--- config.mk ---
export PLATFORM = sky130hd
export DESIGN_NAME = m3i_out
export DESIGN_NICKNAME = d
export VERILOG_FILES = /design/src/rtl/m3i_pkg.sv /design/src/rtl/m3i_out.sv
export SDC_FILE = /design/constraint.sdc
export NUM_CORES = 1
export LEC_CHECK = 0
export BUFFER_PORTS_ARGS = -buffer_cell sky130_fd_sc_hd__buf_2
export CAP_MARGIN = 20
export CORE_AREA = 8 8 614 616
export CTS_CLUSTER_DIAMETER = 120
export DETAILED_ROUTE_END_ITERATION = 10
export DIE_AREA = 0 0 622 624
export PLACE_DENSITY_LB_ADDON = 0.2
export SLEW_MARGIN = 40
export SYNTH_ARGS = -nofsm -noshare
export SYNTH_HDL_FRONTEND = slang
export SYNTH_SLANG_ARGS = --single-unit
export TNS_END_PERCENT = 20
--- constraint.sdc ---
create_clock -name clk -period 31.6 [get_ports clk]
set_input_delay 0 -clock clk [delete_from_list [all_inputs] [get_ports clk]]
set_output_delay 0 -clock clk [all_outputs]
set_load 0.005 [all_outputs]
--- src/rtl/m3i_pkg.sv ---
package m3i_pkg;

    localparam int EW    = 32;
    localparam int CW    = 65;
    localparam int DW    = 98;
    localparam int QW    = 32;
    localparam int NL    = 9;
    localparam int NSTEP = QW;

    localparam logic [QW-1:0] SAT_POS = {1'b0, {(QW-1){1'b1}}};
    localparam logic [QW-1:0] SAT_NEG = {1'b1, {(QW-1){1'b0}}};

    typedef logic signed [EW-1:0] elem_t;
    typedef logic signed [CW-1:0] cof_t;
    typedef logic signed [DW-1:0] det_t;

    typedef struct packed {
        elem_t a00;
        elem_t a01;
        elem_t a02;
        elem_t a10;
        elem_t a11;
        elem_t a12;
        elem_t a20;
        elem_t a21;
        elem_t a22;
    } mat_t;

    typedef struct packed {
        elem_t inv00;
        elem_t inv01;
        elem_t inv02;
        elem_t inv10;
        elem_t inv11;
        elem_t inv12;
        elem_t inv20;
        elem_t inv21;
        elem_t inv22;
        logic  singular;
        logic  saturated;
    } inv_t;

    typedef struct packed {
        logic [DW-1:0] rem;
        logic [QW-1:0] quo;
        logic          neg;
        logic          ovf;
    } lane_t;

    typedef struct packed {
        lane_t [NL-1:0] lane;
        logic [DW-1:0]  dmag;
        logic           zero;
    } div_t;

    // element indices (row * 3 + column) of p, q, r, s in p*q - r*s
    localparam logic [3:0] COF_IDX [NL][4] = '{
        '{4'd8, 4'd4, 4'd7, 4'd5},
        '{4'd7, 4'd2, 4'd8, 4'd1},
        '{4'd5, 4'd1, 4'd4, 4'd2},
        '{4'd6, 4'd5, 4'd8, 4'd3},
        '{4'd8, 4'd0, 4'd6, 4'd2},
        '{4'd3, 4'd2, 4'd5, 4'd0},
        '{4'd7, 4'd3, 4'd6, 4'd4},
        '{4'd6, 4'd1, 4'd7, 4'd0},
        '{4'd4, 4'd0, 4'd3, 4'd1}
    };

endpackage

--- src/rtl/m3i_out.sv ---
module m3i_out
    import m3i_pkg::*;
(
    input  logic clk,
    input  logic rst_n,
    input  logic valid_in,
    input  div_t d_in,
    output logic en,
    output logic valid,
    input  logic stall,
    output inv_t data
);

    inv_t res;
    inv_t out_reg;
    inv_t skid_reg;
    logic out_valid_reg;
    logic skid_full_reg;
    logic take;
    logic any_ovf;
    logic big;
    logic [QW-1:0] q;
    logic [QW-1:0] v [NL];

    always_comb
    begin
        any_ovf = 1'b0;
        big     = 1'b0;
        q       = '0;
        for (int k = 0; k < NL; k++)
        begin
            q   = d_in.lane[k].quo;
            big = d_in.lane[k].neg ? (q[QW-1] && (q[QW-2:0] != '0)) : q[QW-1];
            if (d_in.lane[k].ovf || big)
            begin
                v[k]    = d_in.lane[k].neg ? SAT_NEG : SAT_POS;
                any_ovf = 1'b1;
            end
            else
            begin
                v[k] = d_in.lane[k].neg ? -q : q;
            end
            if (d_in.zero)
            begin
                v[k] = '0;
            end
        end
        res.inv00     = v[0];
        res.inv01     = v[1];
        res.inv02     = v[2];
        res.inv10     = v[3];
        res.inv11     = v[4];
        res.inv12     = v[5];
        res.inv20     = v[6];
        res.inv21     = v[7];
        res.inv22     = v[8];
        res.singular  = d_in.zero;
        res.saturated = any_ovf && !d_in.zero;
    end

    assign take = out_valid_reg && !stall;
    assign en   = !skid_full_reg;

    always_ff @(posedge clk or negedge rst_n)
    begin
        if (!rst_n)
        begin
            out_valid_reg <= 1'b0;
            skid_full_reg <= 1'b0;
        end
        else if (skid_full_reg)
        begin
            if (take)
            begin
                skid_full_reg <= 1'b0;
            end
        end
        else if (valid_in)
        begin
            if (out_valid_reg && !take)
            begin
                skid_full_reg <= 1'b1;
            end
            out_valid_reg <= 1'b1;
        end
        else if (take)
        begin
            out_valid_reg <= 1'b0;
        end
    end

    always_ff @(posedge clk)
    begin
        if (skid_full_reg)
        begin
            if (take)
            begin
                out_reg <= skid_reg;
            end
        end
        else if (valid_in)
        begin
            if (!out_valid_reg || take)
            begin
                out_reg <= res;
            end
            else
            begin
                skid_reg <= res;
            end
        end
    end

    assign valid = out_valid_reg;
    assign data  = out_reg;

    a_skid_has_out: assert property (@(posedge clk) disable iff (!rst_n)
        skid_full_reg |-> out_valid_reg)
        else $error("skid holds an item with the output empty");

    a_skid_drains: assert property (@(posedge clk) disable iff (!rst_n)
        skid_full_reg && !stall |=> !skid_full_reg && out_valid_reg)
        else $error("skid item not moved to output");

    a_singular_clean: assert property (@(posedge clk) disable iff (!rst_n)
        out_valid_reg && out_reg.singular |-> !out_reg.saturated && out_reg.inv00 == '0)
        else $error("singular item carries data");

endmodule

After elaboration in Yosys (flattened, before gate mapping)
Index checks and enable logic that the tools add are counted.
{"block": "totals", "romBits": 0, "n_memories": 0, "latch_bits": 0, "inputBits": 1291, "output_inout_bits": 292, "ff_bits": 582, "mem_bits_rw": 0}
{"block": "classes", "order_cmp": 0, "bitwise": 2, "div": 0, "mul": 0, "n_eq_ne": 1, "muxes": 64, "n_addsub": 9, "n_reduce_logical": 42, "n_shift": 0}
{"cell": "$mux 290", "count": 4}
{"cell": "$mux 32", "count": 36}
{"cell": "$neg 32->32", "count": 9}
{"cell": "$reduce_bool 31->1", "count": 9}
{"cell": "$mux 1", "count": 24}
{"cell": "$logic_and 1x1->1", "count": 12}
{"cell": "$logic_or 1x1->1", "count": 10}
{"cell": "$reduce_and 3->1", "count": 2}
{"cell": "$reduce_bool 2->1", "count": 3}
{"cell": "$logic_not 1->1", "count": 5}
{"cell": "$ne 2x1->1 const B", "count": 1}
{"cell": "$not 1->1", "count": 2}
{"cell": "$reduce_and 2->1", "count": 1}

Logic depth before layout (Yosys ltp)
{"block": "logic_depth", "ltp_word": 17, "depth_mapped": 11}

Worst setup path after synthesis
No wires, ideal clock.
{"block": "synth_path", "path_kind": "flip-flop to flip-flop", "startpoint": "register skid_full_reg", "endpoint": "register out_reg (netlist bit data[0]) (enable)", "setup_ps": 1383, "path_slack_ps": 8110, "path_stages_with_launch": 6, "arrival_ps": 22107, "synth_period_minus_slack_ps": 23490, "path_cell_list": "dfrtp_1 -> clkinv_1 -> clkbuf_1 -> clkbuf_1 -> nand2_1 -> a21boi_0"}
{"block": "synth_via", "elab_chain_len": 2, "word_cells_on_any_way": 4, "classes_between": "1 x eq/ne; 3 x reduce/logical"}
{"item": "start: declaration", "line": "m3i_out.sv:18", "source": "logic skid_full_reg;"}
{"item": "start signal: assignment", "line": "m3i_out.sv:69", "source": "skid_full_reg <= 1'b0;"}
{"item": "start signal: assignment", "line": "m3i_out.sv:75", "source": "skid_full_reg <= 1'b0;"}
{"item": "start signal: assignment", "line": "m3i_out.sv:82", "source": "skid_full_reg <= 1'b1;"}
{"item": "$ne 2x1->1 (no line) or $reduce_bool 2->1 (tied branches)"}
{"item": "$reduce_and 3->1 (no line) *"}
{"item": "end signal: assignment", "line": "m3i_out.sv:98", "source": "out_reg <= skid_reg;"}
{"item": "end signal: assignment", "line": "m3i_out.sv:105", "source": "out_reg <= res;"}
{"item": "end: declaration", "line": "m3i_out.sv:15", "source": "inv_t out_reg;"}
Mark *: on every way between the ends. The rest lies on a longest branch, timed or not.
A chain may end at the register's enable or synchronous reset.

Worst setup path after layout
{"block": "layout_path", "startpoint": "register skid_full_reg", "endpoint": "register skid_reg[68] (netlist name) (enable)"}
{"block": "layout_via", "elab_chain_len": 2}
{"item": "$not 1->1 (no line)"}
{"item": "$reduce_and 3->1 (no line)"}
{"item": "end signal: assignment", "line": "m3i_out.sv:109", "source": "skid_reg <= res;"}
{"item": "end: declaration", "line": "m3i_out.sv:16", "source": "inv_t skid_reg;"}
No other way between the ends.

==> summary.md <==
| Metric | Value |
|---|---|
| CP max FO | `between 60 and 70` |
| CP required | `~32 ns` |
| Core area | `between 300000 and 400000 um^2` |
| Crit path capture type | `register` |
| Setup Viol. Count Final | `0` |
| Area Growth Syn to Fin | `51.1%` |
| Final setup TNS | `0 ns` |
| Async SR Flop Fraction | `less than 1%` |
| Top cells by count, synth | `edfxtp_1 (580), nor2_1 (387), nand2_1 (316)` |
| Die Span Y | `between 600 and 700 um` |
| Relative slew slack | `39.5%` |
| Post-DP Area | `40800 um^2` |
| Routed vias | `approximately 30000` |
| Pwr Density | `around 70 nW/um^2` |
| Site Rows | `223` |
| Maximum buffer depth of the clock tree | `3` |
| Syn Nets | `~4400` |
| Fin crit share | `13.9%` |
| Drt pass-1 iters | `6` |
| CP most frequent cell | `buf_6` |
| Filler cells | `42000` |
| First-pass GRT wire length | `approximately 270 mm` |
| Clk slew on worst S/H paths | `approximately 0.060 ns` |
| Arr. time, crit path | `~4.7 ns` |
| GP Congestion | `around 0.8` |
| WHS | `about 0.019 ns` |
| Library cells used by synthesis | `92` |
| DRC viols | `0` |
| Post-synthesis sequential area ratio | `a little over half` |
| Synth area leader | `edfxtp_1` |
| Maxcap violations | `0` |
| Total clock buffers created by CTS | `83` |
| Vias in the first global route | `between 30000 and 40000` |
| Post-synthesis cell area | `31800 um^2` |
| Area share of the largest cell type after synthesis | `54.7%` |
| Routed met2 length | `roughly 100 mm` |
| Input/output buffers | `between 600 and 700` |
| WL met1 | `just under 80 mm` |
| Gate Count Post-Synth | `3118` |
| Cts hold-fix bufs | `~440` |
| Met3 Wirelength | `between 15 and 20 mm` |
| Max VDD drop | `0.0618 mV` |
| Hold Vio Cnt, Final | `0` |
| Most frequent cell after synthesis | `edfxtp_1` |
| Startpoint types | `register` |
| DRT iter0 DRCs | `about 2300` |
| Root buffer cell | `clkbuf_16` |
| Crit-path slowest cell | `dfrtp_4` |
| Io pins | `between 1500 and 2000` |
| Pins over their slew limit | `0` |
| Synth top area cells | `edfxtp_1 (55%), nor2_1 (4.6%), a21oi_1 (4.2%)` |
| Final min period | `4.40 ns` |
| Clk sinks | `about 580` |
| Initial core utilization | `roughly 8.7%` |
| Placed insts | `about 8400` |
| WL/cell | `22.6 um` |
| Type of the worst setup path | `reg -> reg` |
| Critical path cell sequence | `inv_6 > nand2_1 > nor2_4 > buf_6 > buf_6 > buf_4 > buf_12 > buf_6` |
| DIE AREA | `388000 um^2` |
| RSZ-0062 raised after global routing | `false` |
| Layout cells sized above 1 | `a little under a quarter` |
| Final #Nets | `~5400` |
| WP buf/inv | `6` |
| Max layer used | `met5` |
| Final wirelength | `slightly above 200 mm` |
| Gr usage total | `between 10 and 15%` |
| Synth Area per Inst | `just over 10 um^2` |
| Clock skew | `~0.069 ns` |
| Fin cells | `9044` |
| Largest net degree at the start of global routing | `between 100 and 150` |
| Grt ovf | `0` |
| Most frequently used flop master after synthesis | `edfxtp_1` |
| Yosys reg bits | `between 500 and 600` |
| Initial antenna violation count | `54` |
| DRT antenna net count | `0` |
| Die extent in x | `622 um` |
| Reported leakage power | `approximately 16 nW` |
| Routed vias/inst | `around 3.3` |
| Yosys warnings | `0` |
| Post-CTS setup buffers | `0` |
| Design area | `a little under 50000 um^2` |
| FMAX | `227 MHz` |
| Top delay family on crit path | `buffers and inverters` |
| CTS tree | `done` |
| DP Wirelength | `157 mm` |
| Worst Hold Class | `in -> reg` |
| Worst Tran Pin Value | `between 0.9 and 1 ns` |
| Htree depth | `3` |
| Worst skew pair latency | `0.70 ns` |
| CTS-repair resized insts | `0` |
| Result of the run | `finished, final reports clean` |
| Post-synth EDFFs | `580` |
| Max incr delay on CP | `0.65 ns` |
layer usage:
metal,global-route usage [%],up-vias
li1,-,13900
met1,11.0,14900
met2,18.1,837
met3,3.33,223
met4,3.26,16
met5,0,-
cell type report:
cell class	instances	area [um^2]	area share (%)
Timing Repair Buffer	1104	7970	16.6
Multi-Input combinational cell	2272	13500	28.1
Clock buffer	96	2130	4.42
Antenna cell	32	80.1	0.167
Clock inverter	57	639	1.33
Inverter	64	248	0.515
Sequential cell	582	17500	36.3
Tap cell	4837	6050	12.6
cells by family (layout without fill, tap and decap cells):
logic type,Yosys count,after routing,share of synthesized area [%]
muxes,115,115,3.94
AOI/OAI and AO/OA,904,904,18.3
buffers and inverters,264,1321,3.27
DFF,582,582,54.9
other,0,32,0
xor gates and xnor gates,53,53,1.46
adders and majority gates,9,9,0.354
and+or+nand+nor,1191,1191,17.8
power breakdown:
part / switching (W) / internal, W
Combinational: 0.000761 / 0.000309
Sequential: 0.000112 / 0.00115
Clock: 0.000417 / 0.000557
final timing paths:
kind	startpoint	to	slack, ns	depth (start not counted)
hold reg to reg	skid_reg[213]	data[213]	0.50	2
setup / recovery	skid_full_reg	skid_reg[68]	27.20	8
min in group asynchronous	rst_n	valid	0.14	3
max in group asynchronous	rst_n	skid_full_reg	31.31	3
hold / removal	d_in[242]	skid_reg[235]	0.02	4
setup reg to reg	skid_full_reg	skid_reg[68]	27.20	8
tightest hold or removal path, cell delays in order:
cell	delay, ns
buf_2	0.16
o311ai_2	0.19
buf_4	0.18
nor2_1	0.07
layout by cell type (no fill, tap or decap), types with 16 or more instances in the layout:
cell type	Yosys	final
o31ai_1	79	77
or2_2	19	19
o21ai_0	201	192
nor3_1	138	136
o22a_1	58	58
nor2_1	387	384
a211oi_1	22	17
xnor2_1	22	22
or4_1	41	41
diode_2	0	32
nand3_1	36	36
a21oi_1	267	267
nand2_1	316	314
xor2_1	31	31
o21ai_1	18	26
clkbuf_16	0	83
nor4_1	63	58
clkinv_1	4	16
buf_4	1	55
mux2i_1	32	32
edfxtp_1	580	580
dlygate4sd3_1	0	438
or3_1	52	52
and2_1	40	40
mux2_2	83	83
o22ai_1	25	25
a31oi_1	49	47
a22o_1	41	41
buf_2	9	600
inv_1	60	58
per-stage QoR:
stage / power, W / util, % / worst slack, ns
2_1_floorplan: 0.00176 / - / 8.11
3_3_place_gp: 0.00238 / 11.1 / 26.03
4_1_cts: 0.00345 / 13.1 / 26.92
5_1_grt: 0.00352 / 13.1 / 26.77
6_report: 0.00331 / 13.1 / 27.20
3_5_place_dp: 0.00238 / 11.1 / 26.97
(Power assumes the default switching activity.)
